$ cat src/design/matrix_keypad_scanner_debounce_top_defines.svh
// Assertion macros shared by the keypad scanner RTL.
`ifndef MATRIX_KEYPAD_SCANNER_DEBOUNCE_TOP_DEFINES_SVH
`define MATRIX_KEYPAD_SCANNER_DEBOUNCE_TOP_DEFINES_SVH

`ifndef NO_ASSERTIONS
// same-cycle implication
`define MKP_ASSERT_IMPLY(name, clk, rst, ante, cons) \
  name: assert property (@(posedge clk) disable iff (rst) (ante) |-> (cons)) \
    else $error("keypad scanner: same-cycle check failed");
// next-cycle implication
`define MKP_ASSERT_NEXT(name, clk, rst, ante, cons) \
  name: assert property (@(posedge clk) disable iff (rst) (ante) |=> (cons)) \
    else $error("keypad scanner: next-cycle check failed");
`else
`define MKP_ASSERT_IMPLY(name, clk, rst, ante, cons)
`define MKP_ASSERT_NEXT(name, clk, rst, ante, cons)
`endif

`endif

$ cat src/design/mkp_pkg.sv
package mkp_pkg;

  // default geometry
  localparam int MKP_KEY_ROWS     = 4;
  localparam int MKP_KEY_COLS     = 4;
  localparam int MKP_BUFFER_DEPTH = 16;

  // results per read request, at most
  localparam int EMIT_MAX = 16;
  // keys visible in the snapshot
  localparam int SNAP_W   = 16;

  // request codes
  localparam logic [1:0] REQ_KEY_IRQ = 2'd0;
  localparam logic [1:0] REQ_TIMER   = 2'd1;
  localparam logic [1:0] REQ_READ    = 2'd2;

  // timer restart codes
  localparam logic [1:0] TR_NONE     = 2'd0;
  localparam logic [1:0] TR_DEBOUNCE = 2'd1;
  localparam logic [1:0] TR_SCAN     = 2'd2;

  // configuration register indexes
  localparam logic [1:0] REG_HOLD_TIMEOUT    = 2'd0;
  localparam logic [1:0] REG_DEBOUNCE_PASSES = 2'd1;

  localparam logic [7:0] HOLD_TIMEOUT_RST    = 8'd10;
  localparam logic [7:0] DEBOUNCE_PASSES_RST = 8'd2;

  typedef logic [7:0] key_code_t;

  // character codes, indexed [sense][drive]
  localparam key_code_t CODE_TABLE [4][4] = '{
    '{8'h31, 8'h32, 8'h33, 8'h41},   // 1 2 3 A
    '{8'h34, 8'h35, 8'h36, 8'h42},   // 4 5 6 B
    '{8'h37, 8'h38, 8'h39, 8'h43},   // 7 8 9 C
    '{8'h2A, 8'h30, 8'h23, 8'h44}    // * 0 # D
  };

  // code of the key at drive line d, sense line s; zero off the table
  function automatic key_code_t key_code_of(input int d, input int s);
    key_code_t c;
    c = 8'h00;
    if (d < 4 && s < 4) begin
      c = CODE_TABLE[s][d];
    end
    return c;
  endfunction

endpackage

$ cat src/design/mkp_scan.sv
// Matrix scan: compacts pressed keys into buffer slots after key_count.
module mkp_scan import mkp_pkg::*; #(
  parameter int KEY_ROWS     = MKP_KEY_ROWS,
  parameter int KEY_COLS     = MKP_KEY_COLS,
  parameter int BUFFER_DEPTH = MKP_BUFFER_DEPTH,
  localparam int EMIT_N = (BUFFER_DEPTH < EMIT_MAX) ? BUFFER_DEPTH : EMIT_MAX,
  localparam int CNT_W  = $clog2(BUFFER_DEPTH + 1)
) (
  input  logic [SNAP_W-1:0] key_state,
  input  logic [CNT_W-1:0]  key_count,
  output logic [EMIT_N-1:0] wr_en,
  output key_code_t         wr_code [EMIT_N],
  output logic [CNT_W-1:0]  count_next,
  output logic              pushed
);

  // keys that can ever be seen
  localparam int NK_ALL = KEY_ROWS * KEY_COLS;
  localparam int NK     = (NK_ALL < SNAP_W) ? NK_ALL : SNAP_W;
  localparam int PCNT_W = $clog2(NK + 1);
  localparam int SUM_W  = $clog2(BUFFER_DEPTH + NK + 1);

  logic [NK-1:0]     pressed;
  key_code_t         bit_code [NK];
  logic [SUM_W-1:0]  pos      [NK];
  logic [PCNT_W-1:0] pcnt;
  logic [SUM_W-1:0]  total;

  assign pressed = key_state[NK-1:0];

  // per-key code and slot position
  for (genvar b = 0; b < NK; b++) begin : g_key
    localparam key_code_t CODE = key_code_of(b / KEY_COLS, b % KEY_COLS);
    localparam logic [NK-1:0] LOW_MASK = {NK{1'b1}} >> (NK - b);
    assign bit_code[b] = CODE;
    assign pos[b] = SUM_W'(key_count) + SUM_W'($countones(pressed & LOW_MASK));
  end

  // slot write selection; at most one key lands in a slot
  always_comb begin
    for (int j = 0; j < EMIT_N; j++) begin
      wr_en[j]   = 1'b0;
      wr_code[j] = 8'h00;
      for (int b = 0; b < NK; b++) begin
        if (pressed[b] && pos[b] == SUM_W'(j)) begin
          wr_en[j]   = 1'b1;
          wr_code[j] = wr_code[j] | bit_code[b];
        end
      end
    end
  end

  // new fill level, saturating at the buffer depth
  assign pcnt   = PCNT_W'($countones(pressed));
  assign total  = SUM_W'(key_count) + SUM_W'(pcnt);
  assign pushed = (pcnt != '0) && (key_count < CNT_W'(BUFFER_DEPTH));
  assign count_next = (total > SUM_W'(BUFFER_DEPTH)) ? CNT_W'(BUFFER_DEPTH)
                                                     : total[CNT_W-1:0];

endmodule

$ cat src/design/matrix_keypad_scanner_debounce_top.sv
// An accepted request passes the input register, then the result register, which drives the results.
// Throughput: one request per cycle for key interrupt and timer requests while out_stall is low; a read
//   request emits min(BUFFER_DEPTH,16) results, one per cycle unless out_stall is high, from the result register.
// Reset (rst, synchronous, active high): flags, counts and copy cleared,
//   hold_timeout 10, debounce_passes 2; key buffer contents left as they are.
`include "matrix_keypad_scanner_debounce_top_defines.svh"

module matrix_keypad_scanner_debounce_top import mkp_pkg::*; #(
  parameter int KEY_ROWS     = MKP_KEY_ROWS,
  parameter int KEY_COLS     = MKP_KEY_COLS,
  parameter int BUFFER_DEPTH = MKP_BUFFER_DEPTH
) (
  input  logic        clk,
  input  logic        rst,
  // request channel
  input  logic        in_valid,
  output logic        in_stall,
  input  logic [1:0]  req_type,
  input  logic [15:0] key_state,
  // result channel
  output logic        out_valid,
  input  logic        out_stall,
  output logic [7:0]  key_code,
  output logic        is_last,
  output logic [1:0]  timer_restart,
  output logic        key_down,
  output logic        data_ready,
  // configuration
  input  logic        cfg_valid,
  output logic        cfg_ready,
  input  logic [1:0]  cfg_index,
  input  logic [7:0]  cfg_data
);

  localparam int EMIT_N = (BUFFER_DEPTH < EMIT_MAX) ? BUFFER_DEPTH : EMIT_MAX;
  localparam int IDX_W  = (EMIT_N > 1) ? $clog2(EMIT_N) : 1;
  localparam int CNT_W  = $clog2(BUFFER_DEPTH + 1);

  // configuration registers
  logic [7:0] hold_timeout;
  logic [7:0] debounce_passes;

  // block state
  logic             debounce_active, debounce_active_next;
  logic             ready_flag, ready_flag_next;
  logic             keydown_flag, keydown_flag_next;
  logic [CNT_W-1:0] key_count, key_count_next;
  logic [7:0]       hold_count, hold_count_next;
  logic [7:0]       debounce_count, debounce_count_next;
  key_code_t        key_buffer [EMIT_N];
  key_code_t        copy_buffer [EMIT_N];
  key_code_t        copy_buffer_next [EMIT_N];

  // input register
  logic        s1_valid;
  logic [1:0]  s1_req;
  logic [15:0] s1_snap;

  // result register
  logic             job_valid;
  logic             job_read;
  logic [IDX_W-1:0] job_idx;
  logic [1:0]       job_restart;
  logic             job_key_down;
  logic             job_ready;

  logic       out_take, job_done, slot_free, s1_advance, in_accept;
  logic       scan_en;
  logic [1:0] restart_next;

  // scan unit
  logic [EMIT_N-1:0] scan_wr_en;
  key_code_t         scan_wr_code [EMIT_N];
  logic [CNT_W-1:0]  scan_count_next;
  logic              scan_pushed;

  mkp_scan #(
    .KEY_ROWS     (KEY_ROWS),
    .KEY_COLS     (KEY_COLS),
    .BUFFER_DEPTH (BUFFER_DEPTH)
  ) u_scan (
    .key_state  (s1_snap),
    .key_count  (key_count),
    .wr_en      (scan_wr_en),
    .wr_code    (scan_wr_code),
    .count_next (scan_count_next),
    .pushed     (scan_pushed)
  );

  // handshake
  assign out_take   = job_valid && !out_stall;
  assign job_done   = out_take && is_last;
  assign slot_free  = !job_valid || job_done;
  assign s1_advance = s1_valid && slot_free;
  assign in_stall   = s1_valid && !slot_free;
  assign in_accept  = in_valid && !in_stall;
  assign cfg_ready  = 1'b1;

  // result payload
  assign out_valid     = job_valid;
  assign key_code      = job_read ? copy_buffer[job_idx] : 8'h00;
  assign is_last       = !job_read || (job_idx == IDX_W'(EMIT_N - 1));
  assign timer_restart = job_restart;
  assign key_down      = job_key_down;
  assign data_ready    = job_ready;

  // a scan runs on a timer expiry once debounce passes are used up
  assign scan_en = s1_advance && (s1_req == REQ_TIMER) && !debounce_active &&
                   !(debounce_count < debounce_passes);

  // request processing
  always_comb begin
    debounce_active_next = debounce_active;
    ready_flag_next      = ready_flag;
    keydown_flag_next    = keydown_flag;
    key_count_next       = key_count;
    hold_count_next      = hold_count;
    debounce_count_next  = debounce_count;
    copy_buffer_next     = copy_buffer;
    restart_next         = TR_NONE;
    if (s1_advance) begin
      unique case (s1_req)
        REQ_KEY_IRQ: begin
          if (!debounce_active) begin
            hold_count_next      = 8'd0;
            keydown_flag_next    = 1'b1;
            debounce_active_next = 1'b1;
            restart_next         = TR_DEBOUNCE;
          end
        end
        REQ_TIMER: begin
          if (debounce_active) begin
            debounce_active_next = 1'b0;
            restart_next         = TR_DEBOUNCE;
          end else if (debounce_count < debounce_passes) begin
            debounce_count_next = debounce_count + 8'd1;
            restart_next        = TR_DEBOUNCE;
          end else begin
            debounce_count_next = 8'd0;
            // hold timeout clears the copy
            if (hold_count > hold_timeout) begin
              hold_count_next = 8'd0;
              for (int k = 0; k < EMIT_N; k++) begin
                copy_buffer_next[k] = 8'h00;
              end
            end else begin
              hold_count_next = hold_count + 8'd1;
            end
            key_count_next    = scan_count_next;
            ready_flag_next   = ready_flag | keydown_flag | scan_pushed;
            keydown_flag_next = 1'b0;
            restart_next      = TR_SCAN;
          end
        end
        REQ_READ: begin
          if (ready_flag) begin
            for (int k = 0; k < EMIT_N; k++) begin
              copy_buffer_next[k] = (CNT_W'(k) < key_count) ? key_buffer[k] : 8'h00;
            end
            key_count_next  = '0;
            ready_flag_next = 1'b0;
          end
        end
        default: begin
        end
      endcase
    end
  end

  // configuration writes
  always_ff @(posedge clk) begin
    if (rst) begin
      hold_timeout    <= HOLD_TIMEOUT_RST;
      debounce_passes <= DEBOUNCE_PASSES_RST;
    end else if (cfg_valid && cfg_ready) begin
      unique case (cfg_index)
        REG_HOLD_TIMEOUT:    hold_timeout    <= cfg_data;
        REG_DEBOUNCE_PASSES: debounce_passes <= cfg_data;
        default: begin
        end
      endcase
    end
  end

  // block state
  always_ff @(posedge clk) begin
    if (rst) begin
      debounce_active <= 1'b0;
      ready_flag      <= 1'b0;
      keydown_flag    <= 1'b0;
      key_count       <= '0;
      hold_count      <= 8'd0;
      debounce_count  <= 8'd0;
      for (int k = 0; k < EMIT_N; k++) begin
        copy_buffer[k] <= 8'h00;
      end
    end else begin
      debounce_active <= debounce_active_next;
      ready_flag      <= ready_flag_next;
      keydown_flag    <= keydown_flag_next;
      key_count       <= key_count_next;
      hold_count      <= hold_count_next;
      debounce_count  <= debounce_count_next;
      copy_buffer     <= copy_buffer_next;
    end
  end

  // key buffer slots, no reset
  always_ff @(posedge clk) begin
    for (int j = 0; j < EMIT_N; j++) begin
      if (scan_en && scan_wr_en[j]) begin
        key_buffer[j] <= scan_wr_code[j];
      end
    end
  end

  // input register
  always_ff @(posedge clk) begin
    if (rst) begin
      s1_valid <= 1'b0;
    end else if (in_accept) begin
      s1_valid <= 1'b1;
    end else if (s1_advance) begin
      s1_valid <= 1'b0;
    end
  end

  always_ff @(posedge clk) begin
    if (in_accept) begin
      s1_req  <= req_type;
      s1_snap <= key_state;
    end
  end

  // result register and read sequencing
  always_ff @(posedge clk) begin
    if (rst) begin
      job_valid <= 1'b0;
      job_idx   <= '0;
    end else begin
      priority if (s1_advance) begin
        job_valid <= 1'b1;
        job_idx   <= '0;
      end else if (job_done) begin
        job_valid <= 1'b0;
      end else if (out_take) begin
        job_idx <= job_idx + IDX_W'(1);
      end
    end
  end

  always_ff @(posedge clk) begin
    if (s1_advance) begin
      job_read     <= (s1_req == REQ_READ);
      job_restart  <= restart_next;
      job_key_down <= keydown_flag_next;
      job_ready    <= ready_flag_next;
    end
  end

  // checks
  `MKP_ASSERT_IMPLY(a_count_bound, clk, rst, 1'b1, key_count <= CNT_W'(BUFFER_DEPTH))
  `MKP_ASSERT_IMPLY(a_single_idx, clk, rst, job_valid && !job_read, job_idx == '0)
  `MKP_ASSERT_NEXT(a_scan_clears_keydown, clk, rst, scan_en, !keydown_flag)
  `MKP_ASSERT_NEXT(a_read_empties, clk, rst, s1_advance && s1_req == REQ_READ, key_count == '0 && !ready_flag)
  `MKP_ASSERT_IMPLY(a_stall_needs_job, clk, rst, in_stall, job_valid && s1_valid)

endmodule
$ cat config.mk
export PLATFORM = sky130hd
export DESIGN_NAME = matrix_keypad_scanner_debounce_top
export DESIGN_NICKNAME = d
export VERILOG_FILES = /design/src/design/mkp_pkg.sv /design/src/design/mkp_scan.sv /design/src/design/matrix_keypad_scanner_debounce_top.sv
export VERILOG_INCLUDE_DIRS = /design/src /design/src/design
export SDC_FILE = /design/constraint.sdc
export NUM_CORES = 1
export LEC_CHECK = 0
export ABC_AREA = 1
export BUFFER_PORTS_ARGS = -buffer_cell sky130_fd_sc_hd__clkbuf_2
export CAP_MARGIN = 5
export CELL_PAD_IN_SITES_DETAIL_PLACEMENT = 1
export CELL_PAD_IN_SITES_GLOBAL_PLACEMENT = 1
export CORE_MARGIN = 2
export CORE_UTILIZATION = 43
export DETAILED_ROUTE_END_ITERATION = 8
export PLACE_DENSITY_LB_ADDON = 0.1
export REMOVE_ABC_BUFFERS = 1
export SYNTH_ARGS = -nofsm -noshare
export SYNTH_HDL_FRONTEND = slang
export SYNTH_HIERARCHICAL = 1
export SYNTH_SLANG_ARGS = --single-unit
$ cat constraint.sdc
create_clock -name clk -period 5.5 [get_ports clk]
set_input_delay 0.275 -clock clk [delete_from_list [all_inputs] [get_ports clk]]
set_output_delay 0.275 -clock clk [all_outputs]
set_load 0.01 [all_outputs]
; Yosys cells after proc, flatten, opt, wreduce, memory -nomap -nowiden
; Memories as Yosys holds them, arrays and structs flattened.
; Index checks and enable logic that the tools add are counted.
; Widths: inputs -> output; s select.
[classes]
n_eq_ne = 249
n_mux = 598
n_bitwise = 5
magnitude_cmp = 21
n_reduce_logical = 322
n_addsub = 51
[op_table]
columns = op, n
row1 = $mux 6, 192
row2 = $eq 6x4->1 const B, 120
row3 = $mux 128, 4
row4 = $mux 7, 64
row5 = $eq 6x3->1 const B, 60
row6 = $mux 1, 300
row7 = $logic_and 1x1->1, 281
row8 = $pmux 128 s2, 1
row9 = $mux 8, 24
row10 = $eq 6x2->1 const B, 30
row11 = $logic_not 6->1, 16
row12 = $eq 6x1->1 const B, 15
row13 = $add 5x6->6, 14
row14 = $add 6x6->6, 10
row15 = $add 6x1->6, 7
row16 = $eq 5x4->1 const B, 8
row17 = $lt 4x5->1 const A, 8
row18 = $bmux 8 s4, 1
row19 = $eq 5x3->1 const B, 4
row20 = $lt 3x5->1 const A, 4
row21 = $mux 5, 4
row22 = $add 1x1->2, 8
row23 = $add 8x1->8 const B, 2
row24 = $pmux 8 s2, 1
row25 = 37 further kinds, 68
[word_totals]
n_memories = 1
inputBits = 33
elab_cells = 1280
register_bits = 197
ramBits = 112
output_inout_bits = 16
[mem_list]
columns = memory, depth, width, read_ports, rd_ports_with_merged_regs, write_ports, line_no
row1 = key_buffer, 16, 7, 16, 0, 16, matrix_keypad_scanner_debounce_top.sv:50  ; key_code_t key_buffer [EMIT_N];

; Longest topological paths before layout
; Gate-level depths: netlist (run 1).
[logic_depth]
depth_word = 21
mapped_depth = 26

; Modules after synthesis
; Netlist (run 1), hierarchy kept.
[by_module_without_submodules]
columns = mod, seq_area_each_um2, area_each_um2, cells_each, n_inst
row1 = matrix_keypad_scanner_debounce_top, 8017.7, 14181.1, 1647, 1
row2 = mkp_scan, 0.0, 8424.3, 1523, 1

; Worst setup path after synthesis (run 1)
; No wires, ideal clock.
[synth_path]
path_kind = register to register
from = reg s1_snap[1]
to = mem key_buffer[0][24] in the netlist's numbering (enable)
arrival_ns = 5.337
setup_slack_ns = -0.208
required_ns = 5.129
synth_period_minus_slack_ns = 5.708
setup_ns = 0.371
stages_incl_launch_ff = 24
cell_sequence = edfxtp_1 -> ha_1 -> inv_1 -> fa_1 -> inv_1 -> fa_1 -> fa_1 -> fa_1 -> inv_1 -> fa_1 -> inv_1 -> ha_1 -> fa_1 -> nand3_1 -> nand3_1 -> nand2_1 -> nand2_1 -> a21oi_2 -> nand3_1 -> nand3b_1 -> nor2_1 -> nand3_1 -> inv_1 -> nor2_1
[synth_rtl]
columns = element, line_no
row1 = "start, declared", matrix_keypad_scanner_debounce_top.sv:57  ; logic [15:0] s1_snap;
row2 = "start signal, assigned", matrix_keypad_scanner_debounce_top.sv:231  ; s1_snap <= key_state;
row3 = "end, declared", matrix_keypad_scanner_debounce_top.sv:50

==> impl_metrics.yaml, run 1 <==
layout:
  drive_above_1_share: 0.1656
  final_common_cell: "nor2_1"
  final_area_um2: 27040
  fin_util: 0.5177
  areaGrowthSynthToFinish_pct: 19.62
  num-fill-cells: 6627
  most-common-layout-cells: "619 x nor2_1, 545 x nand2_1, 465 x nand3_1"
  nets: 3594
drt:
  route.detailed.wl_per_inst_um: 25.38
  first_pass_iters: 5
  ant_nets: 0
  wl_um: 105000
  vias_per_cell: 5.697
  drc: 0
  route.vias.total: 23569
  drt_iter0_drc: 1948
die:
  pin_count: 49
  die_w_um: 233.3
  die_h_um: 233.3
  num_rows: 84
  initial_utilization: 0.4328
  dieArea_um2: 54420
  fp.coreArea_um2: 52240
sta:
  max_freq_mhz: 180.0
  post-route-period-util: 1.010
  worstMarginPinSlew_ps: 1044
  finalSetupViolCount: 48
  worst_slack_ps: -54.14
  relSlewSlack: 0.3033
  slew_violations: 0
  hold_viol: 0
  finalClockSkew_ps: 23.72
  rsz0062_at_grt: "true"
  fin_crit_ps: 5554
global_routing:
  grt_pass1_vias: 23683
  use_met3: 0.04346
  grt_max_degree: 130
  antenna_found_initial: 2
  grt_util_met2: 0.6416
  grt-ovfl-total: 0
  grt_pass1_wl_um: 151500
  grt_use_total: 0.3778
  grt-busiest-layer: "met2"
  met1_usage: 0.4765
power_and_ir_drop:
  irDropWorstVdd_mv: 0.3269
  total_power_w: 0.01287
  p_leak_nw: 12.49
  power_density_nw_per_um2: 476.1
placement:
  hpwl_um: 84400
  portBuffers: 47
  dpl-instance-area_um2: 24690
  gp_congestion: 1.067
yosys:
  ys_ff_latch: 325
  synth_edf_count: 151
  syn_area_um2: 22610
  synth_cells: 3170
  ys.flop_type: "dfxtp_1"
  synthArstFlopShare: 0
  synth_seq_area_share: 0.3547
  yosys_warnings: 6
  synth_cell_types: 54
  avgSynthCellArea_um2: 7.131
clocking:
  numCtsBuffers: 38
  h-tree-depth: 2
  root_buffer: "clkbuf_16"
  clkLatencyLatePin_ps: 570
  clock_sinks: 325
  cts_tree: "yes"
  path_clk_slew_ps: 60
  clockBufferDepth: 3
setup_path:
  crit_fanout: 8
  worstSetupEndpointType: "flip-flop"
  crit_required_ps: 5770
  critical_path.startpoint_type: "flip-flop"
  crit_type: "reg2reg"
  ff2ff_setup_slack_ps: -50
  cp.arrival_ps: 5820
run_status:
  violations: "setup timing"
  status: "finished with violations"
flow_run:
  cap_violations: 0
hold_path:
  hold_path.class: "in2reg"
cell families (layout without fill, tap and decap cells):
family,count (synthesis),after routing,share of synthesized area
compound gates,246,246,0.06266
simple gates,1932,1932,0.3755
xor+xnor,22,22,0.01002
other cells,2,18,0.0003322
flops,325,325,0.3547
fa+ha+maj,143,143,0.09742
buf+inv,500,763,0.09941
timing repair:
action                                  4_1_cts  5_1_grt
resized for setup                            43      124
setup buffers                                 6       24
endpoints found under the setup margin      134      136
endpoints found under the hold margin        24        0
hold buffers                                 22        0
pin swaps                                    12       31
cloned                                        1        1
registers in the layout, indices dropped and copies added, names as in the netlist, 2 cells and up:
signal           flops
copy_buffer        128
hold_timeout         8
hold_count           8
debounce_count       8
job_idx              4
s1_req               2
debounce_passes      8
s1_snap             16
timer_restart        2
key_count            5
key_buffer         128
layout make-up:
type / count / area [µm²] / area share
Antenna cell: 1 / 2.502 / 0.00009254
Tap cell: 688 / 860.8 / 0.03183
Timing Repair inverter: 1 / 5.005 / 0.0001851
Inverter: 362 / 1366 / 0.05053
Clock buffer: 58 / 1081 / 0.03998
Sequential cell: 325 / 8019 / 0.2965
Clock inverter: 12 / 122.6 / 0.004535
Timing Repair Buffer: 330 / 2561 / 0.09472
Multi-Input combinational cell: 2360 / 13020 / 0.4816
cell usage after synthesis, types with 15 or more instances:
cell type	count	area [µm²]
nand2_1	561	2106
nor2_2	26	162.7
dfxtp_1	174	3483
o21ai_1	15	75.07
edfxtp_1	151	4534
nand3b_1	23	172.7
fa_1	55	1101
clkbuf_1	48	180.2
nor3_1	54	270.3
nand4_1	66	412.9
o211ai_1	15	112.6
o21ai_0	104	520.5
buf_2	22	110.1
a21oi_1	61	305.3
ha_1	88	1101
nand3_1	495	2477
o221ai_1	21	183.9
nor2_1	653	2451
buf_4	38	285.3
inv_1	352	1321
nand2_2	15	93.84
worst max-delay path, stage by stage (launching register included):
cell and delay, ps:
edfxtp_1 450, ha_4 310, inv_2 40, fa_2 330, inv_2 70, fa_1 450
fa_2 500, fa_1 510, inv_2 40, fa_1 510, inv_2 60, ha_4 160
fa_2 370, buf_6 150, xor2_4 180, buf_6 150, nor2_4 80, buf_6 120
nand4_1 190, nand3_2 130, nor2_2 50, nand4_1 80, inv_1 40, nor2_1 100
buf_4 190
through the flow:
stage                     TNS [ps]  std cells  setup WS (ps)  hold slack [ps]
after CTS                   -204.5       4111         -16.56            5.805
after global placement       -2673       4012         -49.65            451.3
after global routing        -17160       4136         -231.1            44.36
after floorplan            -223290       3047          -1597            344.1
after detailed placement    -25370       4012         -260.7            453.8
final                        -1273       4137         -54.14            23.75
layer usage:
layer | wire, µm | vias to the layer above
met5 | 14 | -
met4 | 6095 | 2
met3 | 5209 | 223
met2 | 49560 | 793
met1 | 44110 | 11689
li1 | - | 10862
path summary, 6_finish.rpt:
kind | startpoint | end | cells after the start
max | s1_snap[1] | key_buffer[0][22] | 24
min | cfg_data[4] | hold_timeout[4] | 3
max reg2reg | s1_snap[1] | key_buffer[0][22] | 24
min reg2reg | hold_timeout[7] | hold_timeout[7] | 2
where the power goes:
part	leakage (nW)	switching [W]	internal, W
clock network	0.588	0.00110	0.00138
registers	2.77	0.0000470	0.00278
logic	9.13	0.00475	0.00282
Power figures use the tool's default switching activity.
==> inputs of run 2 (changes only) <==
==> constraint.sdc (replaced) <==
create_clock -name clk -period 5.5 [get_ports clk]
set_input_delay 1.1 -clock clk [delete_from_list [all_inputs] [get_ports clk]]
set_output_delay 1.1 -clock clk [all_outputs]
set_load 0.005 [all_outputs]
==> impl_metrics.yaml, run 2 (synthesis results as in run 1) <==
run_status:
  status: "finished with violations"
  violations: "setup timing"
drt:
  route.detailed.wl_per_inst_um: 25.37
  first_pass_iters: 5
  vias_per_cell: 5.690
  drt_iter0_drc: 1751
  ant_nets: 0
  route.vias.total: 23516
  drc: 0
  wl_um: 104800
setup_path:
  critical_path.startpoint_type: "flip-flop"
  crit_required_ps: 5770
  r2r_cells: 24
  r2r-end: "key_buffer[1][44]"
  ff2ff_setup_slack_ps: -90
  cp.arrival_ps: 5870
  crit-reg2reg-launch: "s1_snap[0]"
  crit_type: "reg2reg"
  crit_fanout: 8
  startpoint: "s1_snap[0]"
  worstSetupEndpointType: "flip-flop"
placement:
  hpwl_um: 85230
  portBuffers: 47
  dpl-instance-area_um2: 24810
  dp.cells: 4025
  gp_congestion: 1.081
global_routing:
  grt_use_total: 0.3787
  grt_pass1_wl_um: 151300
  grt_pass1_vias: 23923
  grt_max_degree: 129
  grt-ovfl-total: 0
  antenna_found_initial: 1
sta:
  rsz0062_at_grt: "true"
  worst_slack_ps: -94.99
  relSlewSlack: 0.2679
  fin_crit_ps: 5595
  max_freq_mhz: 178.7
  finalClockSkew_ps: 18.21
  hold_viol: 0
  post-route-period-util: 1.017
  slew_violations: 0
  worstMarginPinSlew_ps: 1097
  finalSetupViolCount: 76
die:
  fp.coreArea_um2: 52240
  die_w_um: 233.3
  initial_utilization: 0.4328
  die_h_um: 233.3
  num_rows: 84
  pin_count: 49
  dieArea_um2: 54420
clocking:
  cts_tree: "yes"
  clkLatencyLatePin_ps: 570
  clock_sinks: 325
  h-tree-depth: 2
  root_buffer: "clkbuf_16"
  path_clk_slew_ps: 60
  clockBufferDepth: 3
  numCtsBuffers: 39
power_and_ir_drop:
  power_density_nw_per_um2: 476.9
  p_seq_frac: 0.220
  total_power_w: 0.01288
  p_switching_w: 0.005941
  p_leak_nw: 12.52
  combPwrFrac: 0.586
  irDropWorstVdd_mv: 0.3660
  pwr-share-clk: 0.194
  p_int_w: 0.006937
  p_sw_frac: 0.4613
layout:
  antenna_cells: 0
  instances_no_fill: 4133
  drive_above_1_share: 0.1701
  final_common_cell: "nor2_1"
  reg.largest.list: "copy_buffer: 128 flops, key_buffer: 128 flops, s1_snap: 16 flops"
  areaGrowthSynthToFinish_pct: 19.44
  final_area_um2: 27000
  nets: 3592
  most-common-layout-cells: "620 x nor2_1, 551 x nand2_1, 465 x nand3_1"
flow_run:
  cap_violations: 0
hold_path:
  hold_path.class: "reg2reg"
  holdPathEnd: "hold_timeout[2]"
  hp-start: "hold_timeout[2]"
  min_delay_path_depth: 2
-- run 2: cell count changes in the layout (fill, tap and decap cells not counted), sizes merged --
cell and change:
buf +20, bufinv +1, clkbuf -10, clkdlybuf4s15 +1, clkinv +10, clkinvlp -2
diode -1, dlygate4sd3 -22, inv -1
-- run 2: final cells by class --
class                           count  area [µm²]
Tap cell                          688       860.8
Multi-Input combinational cell   2360       13050
Inverter                          362        1365
Timing Repair Buffer              328        2499
Clock inverter                     21       155.1
Clock buffer                       49        1057
Sequential cell                   325        8019
Fill cell                        6641       25230
-- run 2: power by group through the flow --
stage	clock network (W)	logic (W)	registers, W
floorplan	0	0.00312	0.00288
global placement	0	0.00605	0.00288
detailed placement	0	0.00631	0.00288
CTS	0.00252	0.00671	0.00283
global route	0.00261	0.00794	0.00284
finish	0.00250	0.00754	0.00283
-- run 2: timing repair --
| action | CTS | global route |
|---|---|---|
| setup buffers | 20 | 22 |
| resized for setup | 64 | 102 |
| gates cloned | 1 | 1 |
| hold buffers | 0 | 0 |
| pin swaps | 27 | 42 |
| setup endpoints to repair | 140 | 140 |
-- run 2: worst max-delay path by stage --
stage	to	slack (ps)	cells past startpoint
6_report	key_buffer[1][44]	-90	24
5_1_grt	key_buffer[1][43]	-260	24
4_1_cts	key_buffer[1][44]	-20	24
3_5_place_dp	key_buffer[1][44]	-350	23
3_3_place_gp	key_buffer[1][10]	-160	22
2_1_floorplan	copy_buffer[0]	-1600	10
-- run 2: stage by stage --
step | util | setup TNS (ps) | hold slack, ps | setup WS (ps)
global route | 0.5169 | -21990 | 487.7 | -259.6
detailed placement | 0.4750 | -34840 | 454.0 | -350.2
global placement | 0.4750 | -12120 | 451.6 | -155.8
finish | 0.5169 | -3229 | 465.6 | -94.99
CTS | 0.5064 | -195.7 | 470.5 | -24.27
floorplan | - | -223290 | 437.6 | -1597
-- run 2: critical path: stages (launching register included) --
cell and delay [ps]:
edfxtp_1 430, ha_4 300, inv_2 40, fa_2 320, inv_2 80, fa_1 460
fa_2 510, fa_1 490, inv_1 50, fa_1 490, inv_2 50, ha_4 160
fa_2 420, buf_6 150, xor2_4 240, inv_2 110, nor2_4 100, buf_6 140
nand4_1 150, nand3_2 130, nor2_2 50, nand4_1 100, inv_1 60, nor2_2 110
buf_6 160
-- run 2: per-layer routing --
| layer | global-route usage | up-vias | wire length (µm) |
|---|---|---|---|
| met1 | 0.4724 | 11588 | 43520 |
| li1 | - | 10846 | - |
| met4 | 0.1815 | 2 | 5983 |
| met3 | 0.04370 | 250 | 5243 |
| met5 | 0 | - | 11 |
| met2 | 0.6502 | 830 | 50080 |
